==> src/hpt_pkg.sv <==
package hpt_pkg;

  // Default table depth and register reset values.
  localparam int NODE_SLOTS_DEF = 16;
  localparam logic [15:0] HB_INTERVAL_RST = 16'd1000;
  localparam logic [15:0] OFF_TIMEOUT_RST = 16'd3000;

  // Configuration register indexes.
  localparam logic CFG_HEARTBEAT_INTERVAL = 1'b0;
  localparam logic CFG_OFFLINE_TIMEOUT = 1'b1;

  // Item modes.
  localparam logic [1:0] MODE_TICK = 2'd0;
  localparam logic [1:0] MODE_FRAME = 2'd1;
  localparam logic [1:0] MODE_READ = 2'd2;

  // Result status codes.
  localparam logic [2:0] STAT_TICK_DONE = 3'd0;
  localparam logic [2:0] STAT_STORED = 3'd1;
  localparam logic [2:0] STAT_INVALID = 3'd2;
  localparam logic [2:0] STAT_FULL = 3'd3;
  localparam logic [2:0] STAT_READ = 3'd4;

  // One table slot as held in the slot memory.
  typedef struct packed {
    logic [7:0]  node_id;
    logic [7:0]  zones;
    logic [7:0]  outputs;
    logic [7:0]  tx_err;
    logic [7:0]  rx_err;
    logic        online;
    logic [31:0] seen;
  } slot_t;

  // Flags from the shared age compare unit.
  typedef struct packed {
    logic ge;
    logic gt;
  } age_cmp_t;

  // Sequencer states.
  typedef enum logic [2:0] {
    S_IDLE,
    S_BEAT,
    S_SCAN,
    S_STORE,
    S_READ_ADDR,
    S_READ_DATA
  } state_t;

endpackage

==> src/hpt_age_unit.sv <==
module hpt_age_unit (
  input  logic [31:0]      now,
  input  logic [31:0]      stamp,
  input  logic [15:0]      limit,
  output hpt_pkg::age_cmp_t cmp
);

  logic [31:0] age;

  // Elapsed ticks wrap modulo 2^32, then compare against the limit.
  assign age = now - stamp;
  assign cmp.ge = (age >= 32'(limit));
  assign cmp.gt = (age > 32'(limit));

endmodule

==> src/hpt_slot_mem.sv <==
module hpt_slot_mem #(
  parameter int NODE_SLOTS = hpt_pkg::NODE_SLOTS_DEF,
  localparam int IW = (NODE_SLOTS > 1) ? $clog2(NODE_SLOTS) : 1
) (
  input  logic                  clk,
  input  logic                  wr_en,
  input  logic [IW-1:0]         wr_addr,
  input  hpt_pkg::slot_t        wr_data,
  input  logic [IW-1:0]         rd_addr,
  output hpt_pkg::slot_t        rd_data
);

  hpt_pkg::slot_t mem [NODE_SLOTS];

  // One write port and one registered read port.
  always_ff @(posedge clk) begin
    if (wr_en) begin
      mem[wr_addr] <= wr_data;
    end
    rd_data <= mem[rd_addr];
  end

endmodule

==> src/node_heartbeat_presence_table.sv <==
// Heartbeat presence table for bus nodes.
// Command channel: present mode and the frame or read fields with start while
// busy is low; the item is taken at that clock edge. Modes are a time tick,
// a received heartbeat frame and a slot read. Each item gives exactly one
// result, shown on the result ports for one cycle with done high; the
// receiver cannot stall, so it must take the result in that cycle.
// Configuration: cfg_we writes cfg_data into register cfg_index (0 heartbeat
// interval, 1 offline timeout) at once; write only while busy is low.
// A tick and a frame scan the prefix of occupied slots, reading one slot per
// cycle through the single memory read port; a tick checks each slot with the
// one shared age compare unit, a frame compares its node number. A read goes
// through an address state and a data state; an invalid frame or an unused
// mode finishes from idle. A new item may be started in the cycle in which
// done is high.
// Reset clears time, the heartbeat mark and the used count and loads register
// defaults; every slot then reads as empty, with no slot memory clearing pass.
module node_heartbeat_presence_table #(
  parameter int NODE_SLOTS = hpt_pkg::NODE_SLOTS_DEF
) (
  input  logic        clk,
  input  logic        rst,
  input  logic        start,
  output logic        busy,
  output logic        done,
  input  logic        cfg_we,
  input  logic        cfg_index,
  input  logic [15:0] cfg_data,
  input  logic [1:0]  mode,
  input  logic [28:0] frame_id,
  input  logic [3:0]  frame_length,
  input  logic [7:0]  zones_byte,
  input  logic [7:0]  outputs_byte,
  input  logic [7:0]  transmit_errors_byte,
  input  logic [7:0]  receive_errors_byte,
  input  logic [3:0]  read_slot,
  output logic [2:0]  status,
  output logic        send_heartbeat,
  output logic        publish_snapshot,
  output logic [3:0]  slot_index,
  output logic [7:0]  node_number,
  output logic [7:0]  zones_count,
  output logic [7:0]  outputs_count,
  output logic [7:0]  transmit_errors,
  output logic [7:0]  receive_errors,
  output logic        is_online,
  output logic [31:0] last_seen,
  output logic [4:0]  nodes_in_use
);

  localparam int IW = (NODE_SLOTS > 1) ? $clog2(NODE_SLOTS) : 1;
  localparam int CW = $clog2(NODE_SLOTS + 1);
  localparam int XW = ((IW > 4) ? IW : 4) + 1;

  typedef struct packed {
    logic [2:0]     status;
    logic           send;
    logic           publish;
    logic [3:0]     slot;
    hpt_pkg::slot_t rec;
    logic [4:0]     used;
  } result_t;

  hpt_pkg::state_t   state;
  hpt_pkg::state_t   state_next;

  logic [15:0]       hb_interval;
  logic [15:0]       off_timeout;
  logic [31:0]       current_time;
  logic [31:0]       last_beat_sent;
  logic [CW-1:0]     used_count;
  logic [CW-1:0]     issue_idx;
  logic              pend_valid;
  logic [IW-1:0]     pend_idx;
  logic [1:0]        mode_q;
  logic [7:0]        id_q;
  logic [3:0]        len_q;
  logic [7:0]        zones_q;
  logic [7:0]        outputs_q;
  logic [7:0]        tx_q;
  logic [7:0]        rx_q;
  logic [3:0]        rslot_q;
  logic              send_q;
  logic              pub_q;
  logic [IW-1:0]     store_slot;
  logic              store_new;
  logic [7:0]        old_tx;
  logic [7:0]        old_rx;
  result_t           res;
  result_t           res_next;
  logic              fin;

  logic              accept;
  logic              frame_ok;
  logic              issue_ok;
  logic              scan_end;
  logic              id_match;
  logic              room;
  logic [XW-1:0]     rslot_ext;
  logic              rslot_range;
  logic              rslot_used;
  logic [CW-1:0]     used_after;

  logic              mem_we;
  logic [IW-1:0]     mem_waddr;
  hpt_pkg::slot_t    mem_wdata;
  logic [IW-1:0]     mem_raddr;
  hpt_pkg::slot_t    mem_rdata;
  hpt_pkg::slot_t    store_rec;

  logic [31:0]       age_stamp;
  logic [15:0]       age_limit;
  hpt_pkg::age_cmp_t age;

  hpt_slot_mem #(
    .NODE_SLOTS(NODE_SLOTS)
  ) u_mem (
    .clk    (clk),
    .wr_en  (mem_we),
    .wr_addr(mem_waddr),
    .wr_data(mem_wdata),
    .rd_addr(mem_raddr),
    .rd_data(mem_rdata)
  );

  hpt_age_unit u_age (
    .now  (current_time),
    .stamp(age_stamp),
    .limit(age_limit),
    .cmp  (age)
  );

  // Status decodes shared by the sequencer blocks.
  assign accept = start && (state == hpt_pkg::S_IDLE);
  assign frame_ok = (frame_id[7:0] != 8'd0) && (frame_length >= 4'd2);
  assign issue_ok = (issue_idx < used_count);
  assign scan_end = !pend_valid && !issue_ok;
  assign id_match = pend_valid && (mem_rdata.node_id == id_q);
  assign room = (used_count < CW'(NODE_SLOTS));
  assign rslot_ext = XW'(rslot_q);
  assign rslot_range = (rslot_ext < XW'(NODE_SLOTS));
  assign rslot_used = (rslot_ext < XW'(used_count));
  assign used_after = used_count + CW'(store_new);

  // Record written by a stored frame; error bytes only for length 4 and up.
  always_comb begin
    store_rec.node_id = id_q;
    store_rec.zones = zones_q;
    store_rec.outputs = outputs_q;
    store_rec.tx_err = (len_q >= 4'd4) ? tx_q : old_tx;
    store_rec.rx_err = (len_q >= 4'd4) ? rx_q : old_rx;
    store_rec.online = 1'b1;
    store_rec.seen = current_time;
  end

  // Next state.
  always_comb begin
    state_next = state;
    unique case (state)
      hpt_pkg::S_IDLE: begin
        if (start) begin
          unique case (mode)
            hpt_pkg::MODE_TICK: state_next = hpt_pkg::S_BEAT;
            hpt_pkg::MODE_FRAME: state_next = frame_ok ? hpt_pkg::S_SCAN : hpt_pkg::S_IDLE;
            hpt_pkg::MODE_READ: state_next = hpt_pkg::S_READ_ADDR;
            default: state_next = hpt_pkg::S_IDLE;
          endcase
        end
      end
      hpt_pkg::S_BEAT: state_next = hpt_pkg::S_SCAN;
      hpt_pkg::S_SCAN: begin
        if (mode_q == hpt_pkg::MODE_TICK) begin
          if (scan_end) begin
            state_next = hpt_pkg::S_IDLE;
          end
        end else if (id_match) begin
          state_next = hpt_pkg::S_STORE;
        end else if (scan_end) begin
          state_next = room ? hpt_pkg::S_STORE : hpt_pkg::S_IDLE;
        end
      end
      hpt_pkg::S_STORE: state_next = hpt_pkg::S_IDLE;
      hpt_pkg::S_READ_ADDR: state_next = hpt_pkg::S_READ_DATA;
      hpt_pkg::S_READ_DATA: state_next = hpt_pkg::S_IDLE;
      default: state_next = hpt_pkg::S_IDLE;
    endcase
  end

  // Sequencer outputs: memory ports, compare unit operands and the result.
  always_comb begin
    mem_we = 1'b0;
    mem_waddr = pend_idx;
    mem_wdata = mem_rdata;
    mem_raddr = '0;
    age_stamp = last_beat_sent;
    age_limit = hb_interval;
    fin = 1'b0;
    res_next = '0;
    res_next.used = 5'(used_count);
    unique case (state)
      hpt_pkg::S_IDLE: begin
        if (start) begin
          if (mode == hpt_pkg::MODE_FRAME && !frame_ok) begin
            fin = 1'b1;
            res_next.status = hpt_pkg::STAT_INVALID;
          end else if (mode != hpt_pkg::MODE_TICK && mode != hpt_pkg::MODE_FRAME &&
                       mode != hpt_pkg::MODE_READ) begin
            fin = 1'b1;
            res_next.status = hpt_pkg::STAT_TICK_DONE;
          end
        end
      end
      hpt_pkg::S_BEAT: begin
        age_stamp = last_beat_sent;
        age_limit = hb_interval;
      end
      hpt_pkg::S_SCAN: begin
        if (issue_ok) begin
          mem_raddr = issue_idx[IW-1:0];
        end
        age_stamp = mem_rdata.seen;
        age_limit = off_timeout;
        if (mode_q == hpt_pkg::MODE_TICK) begin
          // A silent slot goes offline.
          if (pend_valid && age.gt) begin
            mem_we = 1'b1;
            mem_waddr = pend_idx;
            mem_wdata = mem_rdata;
            mem_wdata.online = 1'b0;
          end
          if (scan_end) begin
            fin = 1'b1;
            res_next.status = hpt_pkg::STAT_TICK_DONE;
            res_next.send = send_q;
            res_next.publish = pub_q;
          end
        end else if (!id_match && scan_end && !room) begin
          fin = 1'b1;
          res_next.status = hpt_pkg::STAT_FULL;
        end
      end
      hpt_pkg::S_STORE: begin
        mem_we = 1'b1;
        mem_waddr = store_slot;
        mem_wdata = store_rec;
        fin = 1'b1;
        res_next.status = hpt_pkg::STAT_STORED;
        res_next.publish = 1'b1;
        res_next.slot = 4'(store_slot);
        res_next.rec = store_rec;
        res_next.used = 5'(used_after);
      end
      hpt_pkg::S_READ_ADDR: begin
        if (rslot_range) begin
          mem_raddr = rslot_ext[IW-1:0];
        end
      end
      hpt_pkg::S_READ_DATA: begin
        fin = 1'b1;
        res_next.status = hpt_pkg::STAT_READ;
        res_next.slot = rslot_q;
        if (rslot_range && rslot_used) begin
          res_next.rec = mem_rdata;
        end
      end
      default: begin
        fin = 1'b0;
      end
    endcase
  end

  // Control state, time keeping and configuration registers.
  always_ff @(posedge clk) begin
    if (rst) begin
      state <= hpt_pkg::S_IDLE;
      hb_interval <= hpt_pkg::HB_INTERVAL_RST;
      off_timeout <= hpt_pkg::OFF_TIMEOUT_RST;
      current_time <= '0;
      last_beat_sent <= '0;
      used_count <= '0;
      pend_valid <= 1'b0;
      done <= 1'b0;
    end else begin
      state <= state_next;
      done <= fin;
      if (cfg_we) begin
        unique case (cfg_index)
          hpt_pkg::CFG_HEARTBEAT_INTERVAL: hb_interval <= cfg_data;
          hpt_pkg::CFG_OFFLINE_TIMEOUT: off_timeout <= cfg_data;
          default: hb_interval <= hb_interval;
        endcase
      end
      if (accept && mode == hpt_pkg::MODE_TICK) begin
        current_time <= current_time + 32'd1;
      end
      if (state == hpt_pkg::S_BEAT && age.ge) begin
        last_beat_sent <= current_time;
      end
      if (state == hpt_pkg::S_STORE && store_new) begin
        used_count <= used_after;
      end
      pend_valid <= (state == hpt_pkg::S_SCAN && state_next == hpt_pkg::S_SCAN) ?
                    issue_ok : 1'b0;
    end
  end

  // Item fields, scan pointers and the result register.
  always_ff @(posedge clk) begin
    if (accept) begin
      mode_q <= mode;
      id_q <= frame_id[7:0];
      len_q <= frame_length;
      zones_q <= zones_byte;
      outputs_q <= outputs_byte;
      tx_q <= transmit_errors_byte;
      rx_q <= receive_errors_byte;
      rslot_q <= read_slot;
      send_q <= 1'b0;
      pub_q <= 1'b0;
      issue_idx <= '0;
    end
    if (state == hpt_pkg::S_BEAT) begin
      send_q <= age.ge;
    end
    if (state == hpt_pkg::S_SCAN) begin
      if (issue_ok) begin
        issue_idx <= issue_idx + CW'(1);
        pend_idx <= issue_idx[IW-1:0];
      end
      if (mode_q == hpt_pkg::MODE_TICK && pend_valid && age.gt) begin
        pub_q <= 1'b1;
      end
      // Found slot or first free slot at the end of the prefix.
      if (mode_q == hpt_pkg::MODE_FRAME) begin
        if (id_match) begin
          store_slot <= pend_idx;
          store_new <= 1'b0;
          old_tx <= mem_rdata.tx_err;
          old_rx <= mem_rdata.rx_err;
        end else if (scan_end) begin
          store_slot <= used_count[IW-1:0];
          store_new <= 1'b1;
          old_tx <= 8'd0;
          old_rx <= 8'd0;
        end
      end
    end
    if (fin) begin
      res <= res_next;
    end
  end

  assign busy = (state != hpt_pkg::S_IDLE);
  assign status = res.status;
  assign send_heartbeat = res.send;
  assign publish_snapshot = res.publish;
  assign slot_index = res.slot;
  assign node_number = res.rec.node_id;
  assign zones_count = res.rec.zones;
  assign outputs_count = res.rec.outputs;
  assign transmit_errors = res.rec.tx_err;
  assign receive_errors = res.rec.rx_err;
  assign is_online = res.rec.online;
  assign last_seen = res.rec.seen;
  assign nodes_in_use = res.used;

endmodule

==> config.mk <==
export PLATFORM = sky130hd
export DESIGN_NAME = node_heartbeat_presence_table
export DESIGN_NICKNAME = d
export VERILOG_FILES = /design/src/hpt_pkg.sv /design/src/hpt_age_unit.sv /design/src/hpt_slot_mem.sv /design/src/node_heartbeat_presence_table.sv
export SDC_FILE = /design/constraint.sdc
export NUM_CORES = 2
export LEC_CHECK = 0
export ABC_AREA = 1
export BUFFER_PORTS_ARGS = -buffer_cell sky130_fd_sc_hd__buf_2
export CORE_UTILIZATION = 35
export DETAILED_ROUTE_END_ITERATION = 8
export SYNTH_ARGS = -nofsm -noshare
export SYNTH_HDL_FRONTEND = slang
export SYNTH_SLANG_ARGS = --single-unit
==> constraint.sdc <==
create_clock -name clk -period 7.4 [get_ports clk]
set_clock_uncertainty 0.05 [all_clocks]
set_input_delay 0.74 -clock clk [delete_from_list [all_inputs] [get_ports clk]]
set_output_delay 0.74 -clock clk [all_outputs]
set_load 0.02 [all_outputs]
==> metrics.yaml <==
max_slew_margin_pct: 14.96
power_density_nw_per_um2: 264.1
setup_viol: 0
grt_overflow_total: 0
synth_seq_cells: 1514
clock_sinks: 1514
power_frac_seq_pct: 50.7
fmax_ghz: 0.1560
cp_num_cells: 25
synthFlopType: "edfxtp_1"
period_needed_ns: 6.411
start_util_pct: 35.26
fp.dieH_um: 428.9
hpwlAfterDp_mm: 91.58
drt_wl_total_mm: 163.7
path_buf_inv: 2
num_io_pins: 181
grt_pass1_wl_mm: 246.3
fin_nets: 5987
ir_drop_mv: 0.2545
maxCapViolations: 0
totalPowerFinal_uw: 19190
final_layout_size_suffix_gt1_share_pct: 9.382
gp_congestion: 0.8591
area_growth_pct: 13.90
synth_edf_count: 1329
r2r.worst_path.cells: 25
syn_nets: 5853
wire_per_inst_um: 19.63
io_buffers: 158
worst_pin_slew_ns: 1.267
drc: 0
synth_seq_area_share_pct: 68.37
switchingPower_uw: 4712
place_area_um2: 67730
ant_nets: 0
cts_tree: "yes"
drt_iter0_markers: 3579
async_flop_share_pct: 0
dr_total_vias: 42054
cts_resized: 0
outcome: "completed"
clockBufferDepth: 3
crit_required_ns: 7.78
synth_cell_type_count: 53
grt_pass1_vias: 39864
postCtsSetupBuffers: 0
cts_root_buf: "clkbuf_16"
crit_top_cell: "nand2_1"
synthesis.area_um2: 63790
mostFrequentLayoutCell: "edfxtp_1"
viasPerCell: 5.042
fin_area_um2: 72660
period_share_pct: 86.63
h-tree-depth: 4
cpPeakStageDelay_ns: 0.60
ys_warn_count: 0
worstPathMaxFanout: 48
numCtsBuffers: 155
syn_inst: 5702
pwr-share-clk_pct: 39.5
start_kind: "flip-flop"
ctsHoldBuffers: 0
rsz0062_at_grt: "no"
die_area_um2: 184000
die_w_um: 428.9
arrival_ns: 6.80
internal_power_uw: 14470
total_leakage_power_uw: 0.02658
drv_slew: 0
antenna_found_initial: 3
synth_area_per_cell_um2: 11.19
hold_path_depth: 1
finalHoldViolations: 0
clock_latency_ns: 0.79
hold_class: "input port to flip-flop"
slowest_stage: "nor2_4"
p_comb_share_pct: 9.8
track_usage_pct: 17.43
row_count: 156
drtPass1Iterations: 5
path_class: "flip-flop to flip-flop"
grt_max_degree: 213
layout_common_cells: "edfxtp_1 (1,329), nand2_1 (831), inv_1 (800)"
critPathTopFamily: "simple AND/OR/NAND/NOR gates"
clkSlewWorstSetupHoldPaths_ns: 0.06
core_um2: 180900
end_kind: "flip-flop"
p_sw_share_pct: 24.56
-- power groups by stage --
| stage | sequential (uW) | clock, uW | combinational [uW] |
|---|---|---|---|
| after floorplan | 9930 | 0 | 1190 |
| after global placement | 9900 | 0 | 1860 |
| after detailed placement | 9910 | 0 | 1890 |
| after CTS | 9730 | 7730 | 1900 |
| after global routing | 9740 | 8040 | 2120 |
| final | 9730 | 7570 | 1890 |
-- stage by stage --
step / hold WS, ns / cells / setup slack, ns / setup TNS [ns] / utilization [%]
floorplan: 0.3772 / 5702 / -0.2358 / -268.49 / -
global placement: 0.3902 / 8049 / 1.007 / 0 / 37.43
detailed placement: 0.4015 / 8049 / 0.9292 / 0 / 37.43
CTS: 0.01215 / 8339 / 0.9064 / 0 / 40.15
global route: 0.02557 / 8339 / 0.4913 / 0 / 40.15
finish: 0.07141 / 8340 / 0.9894 / 0 / 40.16
-- area by class of cell --
class / count / area (um2)
antenna: 1 / 2.502
clock buffer: 230 / 4407
clock inverter: 60 / 516.7
fill: 16949 / 108300
inverter: 812 / 3058
multi-input combinational: 3060 / 15950
sequential: 1514 / 43610
tap: 2370 / 2965
timing repair buffer: 293 / 2142
-- flip-flops by register name, summed over array words and instances (netlist names), 16 cells and up --
name and count:
off_timeout 16, last_seen 32, hb_interval 16, current_time 32, u_mem.rd_data 73, last_beat_sent 32, u_mem.mem 1168
-- kinds of logic after synthesis --
logic type	share of synthesized area (%)
AND/OR/NAND/NOR	10.93
flip-flops	68.37
AO/OA/AOI/OAI	11.67
buffers and inverters	6.955
adder cells (fa/ha/maj)	1.169
multiplexers	0.5335
XOR/XNOR	0.3844
-- layer usage --
layer	part of all wire, %	vias to the layer above	global-route usage, %
met1	43	20450	23.04
li1	-	20238	-
met5	0.012	-	0
met3	5.1	214	2.475
met4	2.8	2	5.870
met2	49	1150	29.32
-- synth_stat cells, drive strengths merged (4+ instances only) --
cell	count	area share, %
edfxtp	1329	63
nand2	836	4.9
inv	809	4.8
o21ai	505	4.0
nand3	482	3.8
a21oi	398	3.1
o211ai	294	3.5
nor2	267	1.6
dfxtp	185	5.8
buf	162	1.3
clkbuf	154	0.91
ha	58	1.1
o22ai	39	0.39
o31ai	36	0.42
mux2i	34	0.53
nor3	26	0.24
xor2	26	0.36
nand4	12	0.12
a211oi	7	0.082
nor4	7	0.078
o32ai	5	0.069
nand3b	4	0.047
-- path summary, 6_finish.rpt --
kind                                      start                 to  slack [ns]
worst max-delay path                   state[0]  u_mem.mem[15][14]        0.99
worst min-delay path            outputs_byte[7]       outputs_q[7]        0.07
worst max register to register         state[0]  u_mem.mem[15][14]        0.99
worst min register to register            pub_q              pub_q        0.41
No activity file was read; power rests on OpenSTA's default activity.
